## src/hw/rtl/ordered_list_table_top_defines.svh

```systemverilog
// Assertion macros for the ordered list table.
`ifndef ORDERED_LIST_TABLE_TOP_DEFINES_SVH
`define ORDERED_LIST_TABLE_TOP_DEFINES_SVH
`ifndef SYNTHESIS
// Same-cycle implication.
`define OLT_ASSERT_NOW(lbl, clk, rst_n, ante, cons, msg) \
    lbl: assert property (@(posedge clk) disable iff (!rst_n) (ante) |-> (cons)) \
        else $error(msg);
// Next-cycle implication.
`define OLT_ASSERT_NEXT(lbl, clk, rst_n, ante, cons, msg) \
    lbl: assert property (@(posedge clk) disable iff (!rst_n) (ante) |=> (cons)) \
        else $error(msg);
`else
`define OLT_ASSERT_NOW(lbl, clk, rst_n, ante, cons, msg)
`define OLT_ASSERT_NEXT(lbl, clk, rst_n, ante, cons, msg)
`endif
`endif

```

## src/hw/rtl/olt_pkg.sv

```systemverilog
// Shared types, codes and command/status structs of the ordered list table.
package olt_pkg;

    localparam int DEPTH_DEF = 32;
    localparam int KIND_W    = 2;
    localparam int VAL_W     = 32;
    localparam int STS_W     = 3;

    typedef logic [KIND_W-1:0] t_kind;
    typedef logic [STS_W-1:0]  t_status;

    localparam t_kind KIND_INSERT  = 2'd0;
    localparam t_kind KIND_DELETE  = 2'd1;
    localparam t_kind KIND_DISPLAY = 2'd2;

    localparam t_status ST_INSERTED = 3'd0;
    localparam t_status ST_DELETED  = 3'd1;
    localparam t_status ST_MISSING  = 3'd2;
    localparam t_status ST_EMPTY    = 3'd3;
    localparam t_status ST_FULL     = 3'd4;
    localparam t_status ST_ENTRY    = 3'd5;

    // Commands from the controller to the datapath.
    typedef struct packed {
        logic    load;        // capture the input value
        logic    idx_clr;
        logic    idx_inc;
        logic    rd_en;       // read the table
        logic    rd_next;     // read at index plus one
        logic    wr_en;
        logic    wr_tail;     // write input value at the tail, else move read data
        logic    count_inc;
        logic    count_dec;
        logic    status_ld;
        t_status status;
        logic    emit;        // load the result register
        logic    emit_entry;  // result is a listed entry
    } t_cmd;

    // Status from the datapath to the controller.
    typedef struct packed {
        logic count_zero;
        logic count_full;
        logic idx_last;
        logic match;
        logic out_free;
    } t_sts;

endpackage

```

## src/hw/rtl/olt_if.sv

```systemverilog
// Valid/ready channel interfaces for operation items and result items.
interface olt_in_if;
    logic                            valid;
    logic                            ready;
    logic [olt_pkg::KIND_W-1:0]      kind;
    logic signed [olt_pkg::VAL_W-1:0] value;

    modport source (output valid, output kind, output value, input ready);
    modport sink   (input valid, input kind, input value, output ready);
endinterface

interface olt_out_if;
    logic                             valid;
    logic                             ready;
    logic [olt_pkg::STS_W-1:0]        status;
    logic signed [olt_pkg::VAL_W-1:0] entry_value;
    logic                             last;

    modport source (output valid, output status, output entry_value, output last,
                    input ready);
    modport sink   (input valid, input status, input entry_value, input last,
                    output ready);
endinterface

```

## src/hw/rtl/olt_datapath.sv

```systemverilog
// Table memory, count, index, captured value and result register.
module olt_datapath #(
    parameter int DEPTH = olt_pkg::DEPTH_DEF
) (
    input  logic                             i_clk,
    input  logic                             i_rst_n,
    input  olt_pkg::t_cmd                    i_cmd,
    input  logic signed [olt_pkg::VAL_W-1:0] i_value,
    input  logic                             i_out_ready,
    output olt_pkg::t_sts                    o_sts,
    output logic [$clog2(DEPTH+1)-1:0]       o_count,
    output logic                             o_out_valid,
    output logic [olt_pkg::STS_W-1:0]        o_status,
    output logic signed [olt_pkg::VAL_W-1:0] o_entry_value,
    output logic                             o_last
);

    localparam int CW = $clog2(DEPTH + 1);
    localparam int AW = (DEPTH > 1) ? $clog2(DEPTH) : 1;
    localparam logic [CW-1:0] DEPTH_C = CW'(DEPTH);

    logic signed [olt_pkg::VAL_W-1:0] r_mem [DEPTH];

    logic [CW-1:0]                    r_count;
    logic [CW-1:0]                    r_idx;
    logic signed [olt_pkg::VAL_W-1:0] r_value;
    logic signed [olt_pkg::VAL_W-1:0] r_rdata;
    olt_pkg::t_status                 r_status;
    logic                             r_out_valid;
    olt_pkg::t_status                 r_out_status;
    logic signed [olt_pkg::VAL_W-1:0] r_out_entry;
    logic                             r_out_last;

    logic [CW-1:0] idx_p1;
    logic [AW-1:0] rd_addr;
    logic [AW-1:0] wr_addr;
    logic          idx_last;

    assign idx_p1   = r_idx + CW'(1);
    assign idx_last = (idx_p1 >= r_count);
    assign rd_addr  = i_cmd.rd_next ? idx_p1[AW-1:0] : r_idx[AW-1:0];
    assign wr_addr  = i_cmd.wr_tail ? r_count[AW-1:0] : r_idx[AW-1:0];

    // Table storage: one write and one registered read per cycle.
    always_ff @(posedge i_clk) begin
        if (i_cmd.wr_en) begin
            r_mem[wr_addr] <= i_cmd.wr_tail ? r_value : r_rdata;
        end
        if (i_cmd.rd_en) begin
            r_rdata <= r_mem[rd_addr];
        end
    end

    always_ff @(posedge i_clk) begin
        if (i_cmd.load) begin
            r_value <= i_value;
        end
        if (i_cmd.status_ld) begin
            r_status <= i_cmd.status;
        end
        if (i_cmd.emit) begin
            r_out_status <= i_cmd.emit_entry ? olt_pkg::ST_ENTRY : r_status;
            r_out_entry  <= i_cmd.emit_entry ? r_rdata : '0;
            r_out_last   <= i_cmd.emit_entry ? idx_last : 1'b1;
        end
    end

    always_ff @(posedge i_clk) begin
        if (!i_rst_n) begin
            r_count     <= '0;
            r_idx       <= '0;
            r_out_valid <= 1'b0;
        end else begin
            if (i_cmd.count_inc) begin
                r_count <= r_count + CW'(1);
            end else if (i_cmd.count_dec) begin
                r_count <= r_count - CW'(1);
            end
            if (i_cmd.idx_clr) begin
                r_idx <= '0;
            end else if (i_cmd.idx_inc) begin
                r_idx <= idx_p1;
            end
            if (i_cmd.emit) begin
                r_out_valid <= 1'b1;
            end else if (i_out_ready) begin
                r_out_valid <= 1'b0;
            end
        end
    end

    assign o_sts.count_zero = (r_count == '0);
    assign o_sts.count_full = (r_count == DEPTH_C);
    assign o_sts.idx_last   = idx_last;
    assign o_sts.match      = (r_rdata == r_value);
    assign o_sts.out_free   = !r_out_valid || i_out_ready;

    assign o_count       = r_count;
    assign o_out_valid   = r_out_valid;
    assign o_status      = r_out_status;
    assign o_entry_value = r_out_entry;
    assign o_last        = r_out_last;

endmodule

```

## src/hw/rtl/olt_ctrl.sv

```systemverilog
// Sequencer for insert, search-and-compact delete and display walks.
module olt_ctrl (
    input  logic                       i_clk,
    input  logic                       i_rst_n,
    input  logic                       i_in_valid,
    input  logic [olt_pkg::KIND_W-1:0] i_kind,
    input  olt_pkg::t_sts              i_sts,
    output logic                       o_in_ready,
    output olt_pkg::t_cmd              o_cmd
);

    typedef enum logic [8:0] {
        S_IDLE  = 9'b000000001,
        S_INS   = 9'b000000010,
        S_SREAD = 9'b000000100,
        S_SCMP  = 9'b000001000,
        S_CWR   = 9'b000010000,
        S_CCHK  = 9'b000100000,
        S_DREAD = 9'b001000000,
        S_DOUT  = 9'b010000000,
        S_RESP  = 9'b100000000
    } t_state;

    t_state r_state;
    t_state n_state;

    always_ff @(posedge i_clk) begin
        if (!i_rst_n) begin
            r_state <= S_IDLE;
        end else begin
            r_state <= n_state;
        end
    end

    always_comb begin
        n_state    = r_state;
        o_cmd      = '0;
        o_in_ready = 1'b0;
        case (r_state)
            S_IDLE: begin
                o_in_ready = 1'b1;
                if (i_in_valid) begin
                    o_cmd.load    = 1'b1;
                    o_cmd.idx_clr = 1'b1;
                    case (i_kind)
                        olt_pkg::KIND_INSERT: begin
                            if (i_sts.count_full) begin
                                o_cmd.status_ld = 1'b1;
                                o_cmd.status    = olt_pkg::ST_FULL;
                                n_state         = S_RESP;
                            end else begin
                                n_state = S_INS;
                            end
                        end
                        olt_pkg::KIND_DELETE: begin
                            if (i_sts.count_zero) begin
                                o_cmd.status_ld = 1'b1;
                                o_cmd.status    = olt_pkg::ST_EMPTY;
                                n_state         = S_RESP;
                            end else begin
                                n_state = S_SREAD;
                            end
                        end
                        olt_pkg::KIND_DISPLAY: begin
                            if (i_sts.count_zero) begin
                                o_cmd.status_ld = 1'b1;
                                o_cmd.status    = olt_pkg::ST_EMPTY;
                                n_state         = S_RESP;
                            end else begin
                                n_state = S_DREAD;
                            end
                        end
                        default: begin
                            n_state = S_IDLE;
                        end
                    endcase
                end
            end
            S_INS: begin
                o_cmd.wr_en     = 1'b1;
                o_cmd.wr_tail   = 1'b1;
                o_cmd.count_inc = 1'b1;
                o_cmd.status_ld = 1'b1;
                o_cmd.status    = olt_pkg::ST_INSERTED;
                n_state         = S_RESP;
            end
            S_SREAD: begin
                o_cmd.rd_en = 1'b1;
                n_state     = S_SCMP;
            end
            S_SCMP: begin
                // Fetch the following entry every cycle: it is either the next
                // candidate or the first entry to move down.
                o_cmd.rd_en   = 1'b1;
                o_cmd.rd_next = 1'b1;
                if (i_sts.match) begin
                    if (i_sts.idx_last) begin
                        o_cmd.count_dec = 1'b1;
                        o_cmd.status_ld = 1'b1;
                        o_cmd.status    = olt_pkg::ST_DELETED;
                        n_state         = S_RESP;
                    end else begin
                        n_state = S_CWR;
                    end
                end else if (i_sts.idx_last) begin
                    o_cmd.status_ld = 1'b1;
                    o_cmd.status    = olt_pkg::ST_MISSING;
                    n_state         = S_RESP;
                end else begin
                    o_cmd.idx_inc = 1'b1;
                end
            end
            S_CWR: begin
                o_cmd.wr_en   = 1'b1;
                o_cmd.idx_inc = 1'b1;
                n_state       = S_CCHK;
            end
            S_CCHK: begin
                if (i_sts.idx_last) begin
                    o_cmd.count_dec = 1'b1;
                    o_cmd.status_ld = 1'b1;
                    o_cmd.status    = olt_pkg::ST_DELETED;
                    n_state         = S_RESP;
                end else begin
                    o_cmd.rd_en   = 1'b1;
                    o_cmd.rd_next = 1'b1;
                    n_state       = S_CWR;
                end
            end
            S_DREAD: begin
                o_cmd.rd_en = 1'b1;
                n_state     = S_DOUT;
            end
            S_DOUT: begin
                if (i_sts.out_free) begin
                    o_cmd.emit       = 1'b1;
                    o_cmd.emit_entry = 1'b1;
                    if (i_sts.idx_last) begin
                        n_state = S_IDLE;
                    end else begin
                        o_cmd.idx_inc = 1'b1;
                        n_state       = S_DREAD;
                    end
                end
            end
            S_RESP: begin
                if (i_sts.out_free) begin
                    o_cmd.emit = 1'b1;
                    n_state    = S_IDLE;
                end
            end
            default: begin
                n_state = S_IDLE;
            end
        endcase
    end

endmodule

```

## src/hw/rtl/ordered_list_table_top.sv

```systemverilog
// Top level of the ordered list table: controller, datapath and checks.
//
//  channel | dir | fields                        | handshake
//  --------+-----+-------------------------------+-------------------------
//  i_in    | in  | kind[1:0], value[31:0] s      | valid/ready, one op
//  o_out   | out | status[2:0], entry_value s,   | valid/ready, one result
//          |     | last                          |
//
// One item is worked at a time. Insert writes the value at the tail and answers
// inserted; an insert into a full list or a delete or display on an empty one gets
// a plain full or empty result; delete compares entry by entry from the head, then
// moves each later entry down by one, lowers the count and answers deleted, or else
// answers missing; display gives one entry result per entry, the last one flagged;
// an unused code is taken and gives no result. The table is read with registered
// data, and there is one result register. Reset clears the count, the index and
// the result flag; the table is never cleared. A stalled result holds the sequencer.
`include "ordered_list_table_top_defines.svh"

module ordered_list_table_top #(
    parameter int DEPTH = olt_pkg::DEPTH_DEF
) (
    input  logic       i_clk,
    input  logic       i_rst_n,
    olt_in_if.sink     i_in,
    olt_out_if.source  o_out
);

    localparam int CW = $clog2(DEPTH + 1);
    localparam logic [CW-1:0] DEPTH_C = CW'(DEPTH);

    olt_pkg::t_cmd cmd;
    olt_pkg::t_sts dp_sts;
    logic [CW-1:0] dp_count;

    // Sequence each operation; take a new item only when idle.
    olt_ctrl u_ctrl (
        .i_clk      (i_clk),
        .i_rst_n    (i_rst_n),
        .i_in_valid (i_in.valid),
        .i_kind     (i_in.kind),
        .i_sts      (dp_sts),
        .o_in_ready (i_in.ready),
        .o_cmd      (cmd)
    );

    // Hold the table, the count and the result register.
    olt_datapath #(
        .DEPTH (DEPTH)
    ) u_dp (
        .i_clk         (i_clk),
        .i_rst_n       (i_rst_n),
        .i_cmd         (cmd),
        .i_value       (i_in.value),
        .i_out_ready   (o_out.ready),
        .o_sts         (dp_sts),
        .o_count       (dp_count),
        .o_out_valid   (o_out.valid),
        .o_status      (o_out.status),
        .o_entry_value (o_out.entry_value),
        .o_last        (o_out.last)
    );

    // Checks: count bound, shape of plain results, count held on an insert into a full list.
    logic full_insert;
    logic plain_out;
    logic plain_ok;

    assign full_insert = i_in.valid && i_in.ready && (i_in.kind == olt_pkg::KIND_INSERT)
                         && dp_sts.count_full;
    assign plain_out   = o_out.valid && (o_out.status != olt_pkg::ST_ENTRY);
    assign plain_ok    = (o_out.entry_value == '0) && o_out.last;

    `OLT_ASSERT_NOW(a_count_bound, i_clk, i_rst_n, 1'b1, dp_count <= DEPTH_C, "count beyond depth")
    `OLT_ASSERT_NOW(a_plain_result, i_clk, i_rst_n, plain_out, plain_ok, "bad plain result")
    `OLT_ASSERT_NEXT(a_full_hold, i_clk, i_rst_n, full_insert, $stable(dp_count), "full insert moved count")

endmodule
```

## src/flat_wrapper.sv

```systemverilog
// flat-port wrapper written by rule: the top's interface ports become plain ports
module ordered_list_table_top_flat 
#(
    parameter int DEPTH = olt_pkg::DEPTH_DEF
)
  (i_clk, i_rst_n, i_in_valid, i_in_kind, i_in_value, i_in_ready, o_out_valid, o_out_status, o_out_entry_value, o_out_last, o_out_ready);
  olt_in_if i_in_i ();
  olt_out_if o_out_i ();
  input  logic i_clk;
  input  logic i_rst_n;
  input wire logic [$bits(i_in_i.valid)-1:0] i_in_valid;
  input wire logic [$bits(i_in_i.kind)-1:0] i_in_kind;
  input wire logic [$bits(i_in_i.value)-1:0] i_in_value;
  output wire logic [$bits(i_in_i.ready)-1:0] i_in_ready;
  output wire logic [$bits(o_out_i.valid)-1:0] o_out_valid;
  output wire logic [$bits(o_out_i.status)-1:0] o_out_status;
  output wire logic [$bits(o_out_i.entry_value)-1:0] o_out_entry_value;
  output wire logic [$bits(o_out_i.last)-1:0] o_out_last;
  input wire logic [$bits(o_out_i.ready)-1:0] o_out_ready;
  assign i_in_i.valid = i_in_valid;
  assign i_in_i.kind = i_in_kind;
  assign i_in_i.value = i_in_value;
  assign i_in_ready = i_in_i.ready;
  assign o_out_valid = o_out_i.valid;
  assign o_out_status = o_out_i.status;
  assign o_out_entry_value = o_out_i.entry_value;
  assign o_out_last = o_out_i.last;
  assign o_out_i.ready = o_out_ready;
  ordered_list_table_top #(.DEPTH(DEPTH)) u_core (.i_clk(i_clk), .i_rst_n(i_rst_n), .i_in(i_in_i), .o_out(o_out_i));
endmodule
```

## config.mk

```make
export PLATFORM = sky130hd
export DESIGN_NAME = ordered_list_table_top_flat
export DESIGN_NICKNAME = d
export VERILOG_FILES = /design/src/hw/rtl/olt_pkg.sv /design/src/hw/rtl/olt_if.sv /design/src/hw/rtl/olt_datapath.sv /design/src/hw/rtl/olt_ctrl.sv /design/src/hw/rtl/ordered_list_table_top.sv /design/src/flat_wrapper.sv
export VERILOG_INCLUDE_DIRS = /design/src /design/src/hw/rtl
export SDC_FILE = /design/constraint.sdc
export NUM_CORES = 1
export LEC_CHECK = 0
export BUFFER_PORTS_ARGS = -buffer_cell sky130_fd_sc_hd__buf_2
export CELL_PAD_IN_SITES_DETAIL_PLACEMENT = 1
export CELL_PAD_IN_SITES_GLOBAL_PLACEMENT = 2
export CORE_MARGIN = 2
export CORE_UTILIZATION = 46
export CTS_BUF_LIST = sky130_fd_sc_hd__clkbuf_8
export DETAILED_ROUTE_END_ITERATION = 6
export HOLD_SLACK_MARGIN = 0.06
export PLACE_DENSITY = 0.79
export SLEW_MARGIN = 20
export SYNTH_ARGS = -nofsm -noshare
export SYNTH_HDL_FRONTEND = slang
export SYNTH_HIERARCHICAL = 1
export SYNTH_SLANG_ARGS = --single-unit
```

## constraint.sdc

```tcl
create_clock -name i_clk -period 5.2 [get_ports i_clk]
set_clock_uncertainty 0.15 [all_clocks]
set_input_delay 0.78 -clock i_clk [delete_from_list [all_inputs] [get_ports i_clk]]
set_output_delay 0.78 -clock i_clk [all_outputs]
set_load 0.1 [all_outputs]
```

* Word level (Yosys, flattened, before mapping)
Memories as Yosys holds them, arrays and structs flattened. A register that Yosys moved wholly into a read port is not among the register bits.
Cells that the tools add are included.
** Storage, ports and cells
- Register bits after elaboration :: 93
- Bits of input ports :: 38
- Output and inout port bits :: 38
- Memories kept :: 1
- Memory bits (writable) :: 1024
** Cells by class
- Bitwise operators :: 1
- Multiplexer cells :: 47
- Reduce and logical (&&, ||, !) cells :: 11
- $lt $le $gt $ge :: 1
- Equality and inequality tests :: 17
- Add/subtract/negate cells :: 3
** Memories
- u_core.u_dp.r_mem :: depth 32, width 32, rd ports 1, clocked after Yosys merged registers in 1, write ports 1, line olt_datapath.sv:22 : logic signed [olt_pkg::VAL_W-1:0] r_mem [DEPTH];
** Operator list (count)
- two-way mux 9 bit :: 9
- case mux 9 bit (9 select lines) :: 1
- equality test 32 bit :: 1
- two-way mux 32 bit :: 1
- case mux 9 bit (3 select lines) :: 1
- two-way mux 4 bit :: 5
- case mux 4 bit (4 select lines) :: 1
- two-way mux 5 bit :: 3
- adder 6 x 1 -> 6 bit, second input constant :: 2
- two-way mux 1 bit :: 12
- two-way mux 6 bit :: 2
- two-way mux 2 bit :: 5
- equality test 9 x 1 -> 1 bit, second input constant :: 1
- equality test 9 x 2 -> 1 bit, second input constant :: 1
- equality test 9 x 3 -> 1 bit, second input constant :: 1
- equality test 9 x 4 -> 1 bit, second input constant :: 1
- equality test 9 x 5 -> 1 bit, second input constant :: 1
- equality test 9 x 6 -> 1 bit, second input constant :: 1
- equality test 9 x 7 -> 1 bit, second input constant :: 1
- equality test 9 x 8 -> 1 bit, second input constant :: 1
- equality test 9 bit, second input constant :: 1
- case mux 1 bit (2 select lines) :: 4
- case mux 4 bit (2 select lines) :: 1
- two-way mux 7 bit :: 1
- other kinds (18) :: 22

* Depth between registers and ports, before layout
Gate-level depths: netlist (run 1).
- Depth after elaboration :: 7
- Depth in mapped cells :: 21
- Depth with buffers taken out :: 12

* By module
Netlist (run 1), hierarchy kept.
** By module, submodules not included
- olt_datapath :: sequential area each 34102.7 um^2, area an instance 55515.7 um^2, times used 1, cells each 3573
- olt_ctrl :: sequential area each 180.2 um^2, area an instance 830.8 um^2, times used 1, cells each 106

* Worst setup path before layout (run 1)
Ideal clock, no wire load.
- Path kind :: flip-flop to flip-flop
- Start :: register u_core.u_ctrl.r_state[5]
- End :: register u_core.u_dp.r_out_entry (netlist bit u_core/u_dp/o_entry_value[0]), enable pin
- Clock period less this slack :: 4.363 ns
- Slack :: 0.837 ns
- Stages on the path, launching flop included :: 5
- Required time :: 4.563 ns
- Buffers on the path :: 1
- Setup time :: 0.487 ns
- Arrival time :: 3.727 ns
- Cell sequence :: dfxtp_1 -> buf_6 -> nor4_4 -> nand4b_1 -> a21boi_0
** RTL lines
- start, declared :: line olt_ctrl.sv:24 : t_state r_state;
- start signal, assigned :: line olt_ctrl.sv:31 : r_state <= n_state;
- end signal, assigned :: line olt_datapath.sv:63 : r_out_entry <= i_cmd.emit_entry ? r_rdata : '0;
- end, declared :: line olt_datapath.sv:31 : logic signed [olt_pkg::VAL_W-1:0] r_out_entry;

==> reports/qor.yml, run 1 <==
status: "completed"
clk_latency_ps: 940
nNetsFinal: 3901
instances_no_fill: 5634
drc: 0
nFillCells: 11600
tns_ps: 0
ys_seq_area_share_pct: 60.8
yosys_register_bits: 1149
hold_class: "in -> reg"
cts_made_buffers: 199
gp_congestion: 0.788
drive_above_1_share_pct: 19.9
dp_hpwl_um: 99100
totalPowerFinal_w: 0.0180
maxCapViolations: 0
irDropWorstVdd_mv: 0.182
syn-num-nets: 3733
core_sq_um: 122000
crit_family: "compound AO/OA/AOI/OAI gates"
htreeDepth: 4
setup_viol: 0
wl_um: 172000
fin_ws_ps: 238
p_leak_nw: 18.5
grt_util_all_layers_pct: 27.0
cts_tree: "yes"
synth-edff-count: 1127
via_count: 35300
synth-main-ff-cell: "edfxtp_1"
post_cts_buffers: 0
antenna_found_initial: 4
worst_slew_pin_slew_ps: 1270
power_density_nw_per_um2: 287
critPathKind: "reg -> reg"
yosysTopAreaCellShare_pct: 60.1
final_common_cell: "edfxtp_1"
synth-async-reset-ratio_pct: 0
initial_utilization_pct: 46.3
finalCriticalPeriod_ps: 4960
place_ws_ps: 369
path_cells: "ha_1 > nand2b_1 > a21o_1 > a21o_1 > a21oi_1 > o21ai_0 > o21ai_4 > nand3b_2 > and3_4 > buf_4 > a22o_1 > a2111oi_1 > a211oi_2"
cp_slowest_cell: "a2111oi_1"
cp_max_fo: 43
die-area_sq_um: 125000
die_w_um: 354
cp_num_buf_inv: 1
synth_area_per_cell_sq_um: 15.3
report.final.slew_viol_count: 0
clock-sinks: 1149
grt_pass1_wl_um: 249000
arrival_ps: 5410
path_clk_slew_ps: 60
grt_max_degree: 133
ios: 76
synth_top_area_cell: "edfxtp_1"
drtIter0Drc: 3158
ant_nets: 0
wire_per_inst_um: 30.5
slew_headroom_pct: 15.6
port_buffers: 75
yosys-top-cells-area: "edfxtp_1 (60%), mux2i_1 (16%), mux4_2 (3.9%)"
clockRootBuffer: "clkbuf_8"
overflow: 0
via_per_inst: 6.26
clock.fmax_ghz: 0.202
max_stage_delay_ps: 910
endpoint_kind: "flip-flop"
ys_warn_count: 6
synth_cell_types: 73
drt_pass1_iterations: 5
critPathLaunchType: "flip-flop"
dpl.cell_count: 5236
grt_pass1_vias: 36800
rows: 128
fin_crit_sh_pct: 95.4
syn_area_sq_um: 56300
area_growth_pct: 11.7
die_h_um: 354
cts_buffer_depth: 3
finalHoldViolCount: 0
final_cell_mix: "edfxtp_1 (1,127), mux2i_1 (895), a211oi_1 (244)"
rsz0062_at_grt: "no"
synthCells: 3679
cp_common_cell: "a21o_1"
required_ps: 5650
routing by layer:
| metal | track usage (%) | vias up | wire length, um |
|---|---|---|---|
| li1 | - | 15200 | - |
| met1 | 36.1 | 18700 | 73200 |
| met2 | 44.6 | 1148 | 82500 |
| met3 | 5.43 | 260 | 11800 |
| met4 | 7.94 | 0 | 4120 |
| met5 | 0 | - | 0 |
path summary, 6_finish.rpt:
check	startpoint	end	slack, ps	depth (start not counted)
worst max-delay path	u_core/u_dp/o_count[0]	u_core/u_dp/r_rdata[29]	240	13
worst min-delay path	i_in_valid	u_core/u_dp/r_status[2]	190	3
worst max register to register	u_core/u_dp/o_count[0]	u_core/u_dp/r_rdata[29]	240	13
worst min register to register	u_core/u_dp/r_status[2]	u_core/u_dp/o_status[2]	360	1
cells by family after synthesis:
group                    synth area share, %
multiplexers                            23.0
flip-flops                              60.8
AO/OA/AOI/OAI                           8.06
AND/OR/NAND/NOR                         4.02
buffers and inverters                   2.94
XOR/XNOR                               0.777
adder cells (fa/ha/maj)                0.369
state kept, by name (all words and copies together) (netlist names):
signal                     cells
u_core/u_dp/r_mem           1024
u_core/u_dp/o_entry_value     32
u_core/u_dp/r_rdata           32
u_core/u_dp/r_value           32
u_core/u_ctrl/r_state          9
u_core/u_dp/o_count            6
u_core/u_dp/r_idx              6
u_core/u_dp/o_status           3
u_core/u_dp/r_status           3
u_core/u_dp/o_last             1
u_core/u_dp/o_out_valid        1
final cells by class:
class	instances	area [sq um]	share of cell area, %
clock inverters	159	812	1.29
flip-flops and latches	1149	34300	54.5
diodes	3	7.51	0.0119
multi-input cells	2231	20800	33.0
well taps	1625	2030	3.23
clock buffers	201	2770	4.40
inverters	17	63.8	0.101
repair buffers	249	2190	3.47
report_power, final:
group          internal, W  leakage [nW]  switching (W)
Combinational    0.0000816          6.07       0.000159
Sequential          0.0101          10.4      0.0000605
Clock              0.00379          2.04        0.00383
cell usage after synthesis, drive strengths merged (9+ instances only):
library cell and count:
nor2b 131, xnor2 9, inv 17, nand2 32, o22a 32, mux2i 895
a21oi 84, a2111oi 64, clkbuf 78, nor2 80, edfxtp 1127, buf 204
and2 37, nand2b 9, dfxtp 22, a211oi 251, nor3 49, o22ai 64
xor2 41, mux4 97, nor4 12, a22o 64, ha 15, mux2 161
nand3 14, o21ai 18
through the flow:
step | area, sq um | hold slack [ps] | utilization [%]
3_3_place_gp | 58900 | 335 | 48.4
5_1_grt | 62900 | 150 | 51.7
2_1_floorplan | 56300 | 329 | -
4_1_cts | 62900 | 116 | 51.7
6_report | 62900 | 193 | 51.7
3_5_place_dp | 59000 | 344 | 48.4
tightest hold or removal path, stage by stage:
cell and delay [ps]:
buf_2 140, nand3_1 120, nor2_1 50
timing repair:
item                                    in CTS  in global routing
endpoints found under the hold margin       38                  0
resized for setup                            0                  3
hold buffers                                34                  0
endpoints found under the setup margin       0                  3
No activity file was read; power rests on OpenSTA's default activity.
==> run 2: changes to the inputs <==
--- a/config.mk
+++ b/config.mk
@@ -10,11 +10,10 @@
 export CELL_PAD_IN_SITES_DETAIL_PLACEMENT = 1
 export CELL_PAD_IN_SITES_GLOBAL_PLACEMENT = 2
 export CORE_MARGIN = 2
-export CORE_UTILIZATION = 46
+export CORE_UTILIZATION = 49
 export CTS_BUF_LIST = sky130_fd_sc_hd__clkbuf_8
 export DETAILED_ROUTE_END_ITERATION = 6
-export HOLD_SLACK_MARGIN = 0.06
-export PLACE_DENSITY = 0.79
+export PLACE_DENSITY = 0.83
 export SLEW_MARGIN = 20
 export SYNTH_ARGS = -nofsm -noshare
 export SYNTH_HDL_FRONTEND = slang
==> run 2 against run 1 <==
- critical path depth unchanged
- maximum frequency decreased by 2.7%
- sequential power about the same
- critical endpoint is now u_core/u_dp/r_rdata[19]
- via count increased by 0.95%
- first-iteration DRC count increased by 2.8%
- largest power group unchanged
- global-route usage increased by 1.9 points
- register-to-register slack got worse by 140 ps
- combinational power decreased by 2%
- utilization increased by 2.9 points
==> reports/qor.yml, run 2 (synthesized netlist as in run 1, its figures left out) <==
finalHoldViolCount: 0  # unchanged
critPathLaunchType: "flip-flop"
fin_crit_sh_pct: 98.1  # +2.7 points
dpl.cell_count: 5110  # -2.4%
maxCapViolations: 0  # unchanged
area_growth_pct: 10.7
ios: 76  # unchanged
p_comb_share_pct: 1.3  # about the same
htreeDepth: 4  # unchanged
sequentialPowerShare_pct: 57.8  # +1.4 points
power_density_nw_per_um2: 282  # -1.6%
netSwitchingPower_w: 0.00391  # -3.5%
via_count: 35600  # +0.95%
overflow: 0  # unchanged
tns_ps: 0  # unchanged
switching_share_pct: 22.3  # -0.22 points
finalCriticalPeriod_ps: 5100  # +139 ps
dp_hpwl_um: 97600  # -1.5%
nFillCells: 10700  # -7.5%
fin_ws_ps: 99.6  # -139 ps
hold_slack_ps: 152  # -40.8 ps
p_leak_nw: 18.3  # -1.1%
slew_headroom_pct: 20.6  # +5.0 points
final_common_cell: "edfxtp_1"
arrival_ps: 5520  # +110 ps
largest_reg_flops: 1024  # unchanged
clk_latency_ps: 870  # -70 ps
drc: 0  # unchanged
largest-register: "u_core/u_dp/r_mem"
worst_slew_pin_slew_ps: 1160  # -105 ps
cp_max_fo: 17  # -60%
die_h_um: 343  # -3.1%
drive_above_1_share_pct: 19.3  # -0.55 points
required_ps: 5620  # -30 ps
grt_pass1_vias: 36800  # +0.022%
grt_max_degree: 143  # +7.5%
path_clk_slew_ps: 60  # about the same
multi_input_area_sq_um: 20800  # about the same
endpoint_kind: "flip-flop"
initial_utilization_pct: 49.3  # +3.1 points
gp_congestion: 0.786  # -0.23%
clockRootBuffer: "clkbuf_8"
setup_viol: 0  # unchanged
via_per_inst: 6.50  # +3.7%
nNetsFinal: 3877  # -0.62%
sequential_cell_area_sq_um: 34300  # unchanged
clock.fmax_ghz: 0.196  # -2.7%
clkPwrFrac_pct: 40.8  # -1.5 points
cts_buffer_depth: 3  # unchanged
irDropWorstVdd_mv: 0.267  # +47%
placed_area_sq_um: 58700  # -0.43%
report.final.slew_viol_count: 0  # unchanged
post_cts_buffers: 0  # unchanged
final_cell_mix: "edfxtp_1 (1,127), mux2i_1 (895), a211oi_1 (244)"
rsz0062_at_grt: "no"
antenna_found_initial: 5  # +1
place_ws_ps: -88.3  # -457 ps
drtIter0Drc: 3248  # +2.8%
wire_per_inst_um: 31.3  # +2.7%
cts_tree: "yes"
final_cell_area_sq_um: 62400  # -0.88%
clock-sinks: 1149  # unchanged
internal_power_w: 0.0137  # -2.2%
wl_um: 172000  # about the same
critPathKind: "reg -> reg"
port_buffers: 75  # unchanged
status: "completed"
die-area_sq_um: 118000  # -6.1%
hold_class: "in -> reg"
ant_nets: 0  # unchanged
instances_no_fill: 5484  # -2.7%
cts_made_buffers: 190  # -4.5%
rows: 124  # -3.1%
die_w_um: 343  # -3.1%
grt_util_all_layers_pct: 28.9  # +1.9 points
grt_pass1_wl_um: 249000  # -0.16%
core_sq_um: 114000  # -6.2%
drt_pass1_iterations: 5  # unchanged
[run 2: cell count changes in the layout (fill, tap and decap cells not counted), moves of 2 or more]
cell             delta
a2111oi_0           +6
clkdlybuf4s18_2     -3
bufinv_16           -3
inv_1               +7
buf_4               -9
clkbuf_8            -8
clkinvlp_4          +3
clkinv_8            -3
clkinv_2            -4
a2111oi_1           -5
dlygate4sd3_1       -2
clkinv_1           -14
[run 2: path summary, 6_finish.rpt]
kind | from | to | slack [ps] | cells after the start
setup / recovery | u_core/u_dp/o_count[0] | u_core/u_dp/r_rdata[19] | 100 | 13
hold / removal | o_out_ready | u_core/u_dp/o_out_valid | 150 | 3
setup reg to reg | u_core/u_dp/o_count[0] | u_core/u_dp/r_rdata[19] | 100 | 13
hold reg to reg | u_core/u_dp/r_status[2] | u_core/u_dp/o_status[2] | 350 | 1
[run 2: routing by layer]
metal | global-route usage (%) | vias up | wire length (um)
met5 | 0 | - | 0
met4 | 9.48 | 0 | 5100
met3 | 4.83 | 326 | 12700
met2 | 46.8 | 1416 | 81400
met1 | 39.8 | 18800 | 72400
li1 | - | 15100 | -
[run 2: worst max-delay path, stage by stage, from the launching register on]
cell and delay (ps):
dfxtp_1 500, ha_1 280, nand2b_1 140, a21o_1 180
a21o_1 170, a21oi_1 190, o21ai_0 220, o21ai_4 540
nand4_1 290, xor2_4 250, nand2_2 450, buf_4 400
a2111oi_1 910, a211oi_1 70
[run 2: repair_timing]
action | in CTS | in global routing
setup endpoints to repair | 1 | 0
endpoints found under the hold margin | 32 | 0
hold buffers | 32 | 0
resized for setup | 1 | 0
[run 2: through the flow]
step,total power [W],utilization [%]
floorplan,0.0104,-
global placement,0.0106,51.4
detailed placement,0.0106,51.4
CTS,0.0177,54.6
global route,0.0181,54.6
finish,0.0176,54.6
[run 2: layout make-up]
| cell class | count | share of cell area, % |
|---|---|---|
| Clock inverter | 145 | 1.05 |
| Clock buffer | 193 | 4.26 |
| Timing Repair Buffer | 234 | 3.30 |
| Inverter | 17 | 0.102 |
| Multi-Input combinational cell | 2231 | 33.3 |
| Tap cell | 1512 | 3.03 |
| Antenna cell | 3 | 0.0120 |
| Sequential cell | 1149 | 55.0 |
[run 2: power groups by stage]
stage          combinational (W)  clock (W)  sequential [W]
6_report                0.000236    0.00718          0.0102
5_1_grt                 0.000256    0.00769          0.0102
4_1_cts                 0.000233    0.00730          0.0102
3_5_place_dp            0.000211          0          0.0103
3_3_place_gp            0.000208          0          0.0103
2_1_floorplan           0.000133          0          0.0103
==> run 3: changes to the inputs <==
--- a/config.mk
+++ b/config.mk
@@ -10,10 +10,10 @@
 export CELL_PAD_IN_SITES_DETAIL_PLACEMENT = 1
 export CELL_PAD_IN_SITES_GLOBAL_PLACEMENT = 2
 export CORE_MARGIN = 2
-export CORE_UTILIZATION = 49
+export CORE_UTILIZATION = 53
 export CTS_BUF_LIST = sky130_fd_sc_hd__clkbuf_8
 export DETAILED_ROUTE_END_ITERATION = 6
-export PLACE_DENSITY = 0.83
+export PLACE_DENSITY = 0.89
 export SLEW_MARGIN = 20
 export SYNTH_ARGS = -nofsm -noshare
 export SYNTH_HDL_FRONTEND = slang
==> constraint.sdc (replaced) <==
create_clock -name i_clk -period 6.34 [get_ports i_clk]
set_clock_uncertainty 0.15 [all_clocks]
set_input_delay 0.951 -clock i_clk [delete_from_list [all_inputs] [get_ports i_clk]]
set_output_delay 0.951 -clock i_clk [all_outputs]
set_load 0.1 [all_outputs]
==> run 3 against run 2 <==
- worst setup slack improved by 530 ps
- cell count shrank 3.2%
- sequential power down 18%
- highest routed layer unchanged
- critical path type unchanged
- global-route usage rose by 3.1 points
- clock power shrank 18%
- flip-flop and latch count unchanged
- routed wire length increased by 2.3%
- the run now ends with DRC left
==> reports/qor.yml, run 3 (synthesized netlist as in run 1, its figures left out) <==
clock-sinks: 1149  # unchanged
critPathKind: "reg -> reg"
overflow: 0  # unchanged
critPathLaunchType: "flip-flop"
irDropWorstVdd_mv: 0.190  # -29%
initial_utilization_pct: 53.5  # +4.1 points
dpl.cell_count: 4963  # -2.9%
report.final.slew_viol_count: 0  # unchanged
dp_hpwl_um: 105000  # +7.2%
htreeDepth: 4  # unchanged
drc: 20  # +20
ios: 76  # unchanged
crit_family: "compound AO/OA/AOI/OAI gates"
grt.met2_usage_pct: 52.1  # +5.3 points
path_cells: "nand4_1 > xnor2_1 > ha_1 > a21oi_1 > o21ai_0 > o21ai_4 > nand4_1 > xor2_4 > nand2_2 > a2111oi_0 > a211oi_2"
core_sq_um: 105000  # -7.7%
cts_hold_buf: 0  # -100%
cp_num_buf_inv: 0  # -1
max_stage_delay_ps: 1170  # +260 ps
clk_latency_ps: 890  # +20 ps
maxCapViolations: 0  # unchanged
post_cts_buffers: 0  # unchanged
slew_headroom_pct: 21.0  # +0.37 points
cp_slowest_cell: "a2111oi_0"
grt_pass1_vias: 38200  # +3.7%
die-area_sq_um: 109000  # -7.5%
arrival_ps: 6140  # +620 ps
instances_no_fill: 5307  # -3.2%
gr-usage-met3_pct: 5.92  # +1.1 points
largest-register: "u_core/u_dp/r_mem"
cts_made_buffers: 187  # -1.6%
power_density_nw_per_um2: 234  # -17%
utilization_pct: 58.4  # +3.8 points
wire_per_inst_um: 33.1  # +5.7%
drt_pass1_iterations: 7  # +2
rows: 119  # -4.0%
wl_um: 176000  # +2.3%
status: "finished with violations"
drtIter0Drc: 3838  # +18%
cp_max_fo: 24  # +7
ant_nets: 0  # unchanged
nNetsFinal: 3817  # -1.5%
failed_checks: "DRC"
grt_pass1_wl_um: 253000  # +1.9%
endpoint_kind: "flip-flop"
cp_common_cell: "nand4_1"
setup_viol: 0  # unchanged
via_per_inst: 6.80  # +4.7%
met1_usage_pct: 41.5  # +1.7 points
required_ps: 6770  # +1150 ps
fin_ws_ps: 632  # +532 ps
grt.busiest_layer: "met2"
p_leak_nw: 18.0  # -1.5%
worst_slew_pin_slew_ps: 1190  # +24.4 ps
post_cts_resized: 0  # -1
place_ws_ps: 817  # +905 ps
largest_reg_flops: 1024  # unchanged
finalHoldViolCount: 0  # unchanged
final_common_cell: "edfxtp_1"
cts_tree: "yes"
antenna_found_initial: 10  # +5
finalCriticalPeriod_ps: 5710  # +608 ps
grt_util_all_layers_pct: 32.0  # +3.1 points
final_cell_mix: "edfxtp_1 (1,127), mux2i_1 (895), a211oi_1 (244)"
grt_max_degree: 158  # +10%
rsz0062_at_grt: "no"
hold_class: "in -> reg"
clockRootBuffer: "clkbuf_8"
die_w_um: 330  # -3.8%
die_h_um: 330  # -3.8%
fin_crit_sh_pct: 90.0  # -8.1 points
cts_buffer_depth: 3  # unchanged
via_count: 36100  # +1.3%
drive_above_1_share_pct: 18.9  # -0.45 points
clock.fmax_ghz: 0.175  # -11%
port_buffers: 75  # unchanged
area_growth_pct: 9.28
path_clk_slew_ps: 60  # about the same
tns_ps: 0  # unchanged
gp_congestion: 0.839  # +6.7%
==> run 3: cell type report <==
cell class                      count  area [sq um]
Antenna cell                        1          2.50
Fill cell                        9746         43800
Clock buffer                      190          2620
Multi-Input combinational cell   2231         20700
Inverter                           17          63.8
Timing Repair Buffer              177          1410
Sequential cell                  1149         34300
Tap cell                         1391          1740
Clock inverter                    151           713
==> run 3: through the flow <==
step	total power, W	area [sq um]	hold slack, ps
finish	0.0144	61600	102
CTS	0.0145	61500	35.6
global placement	0.00865	58100	347
floorplan	0.00857	56300	329
detailed placement	0.00866	58200	349
global route	0.0148	61600	75.3
==> run 3: where the power goes <==
| part | total, W | internal [W] | switching [W] |
|---|---|---|---|
| combinational | 0.000178 | 0.0000526 | 0.000126 |
| clock | 0.00587 | 0.00287 | 0.00300 |
| sequential | 0.00834 | 0.00828 | 0.0000538 |
==> run 3: worst paths after layout <==
check	start	endpoint	slack (ps)	cells past startpoint
max	u_core/u_dp/r_idx[2]	u_core/u_dp/r_rdata[29]	630	11
max reg2reg	u_core/u_dp/r_idx[2]	u_core/u_dp/r_rdata[29]	630	11
min reg2reg	u_core/u_dp/r_status[2]	u_core/u_dp/o_status[2]	390	1
min	i_in_value[12]	u_core/u_dp/r_value[12]	100	1
==> run 3: layer usage <==
layer / wire length [um] / part of all wire [%] / vias to the layer above
met5: 0 / 0 / -
li1: - / - / 15000
met3: 15800 / 9.0 / 466
met4: 8350 / 4.8 / 0
met2: 84300 / 48 / 1849
met1: 67200 / 38 / 18800
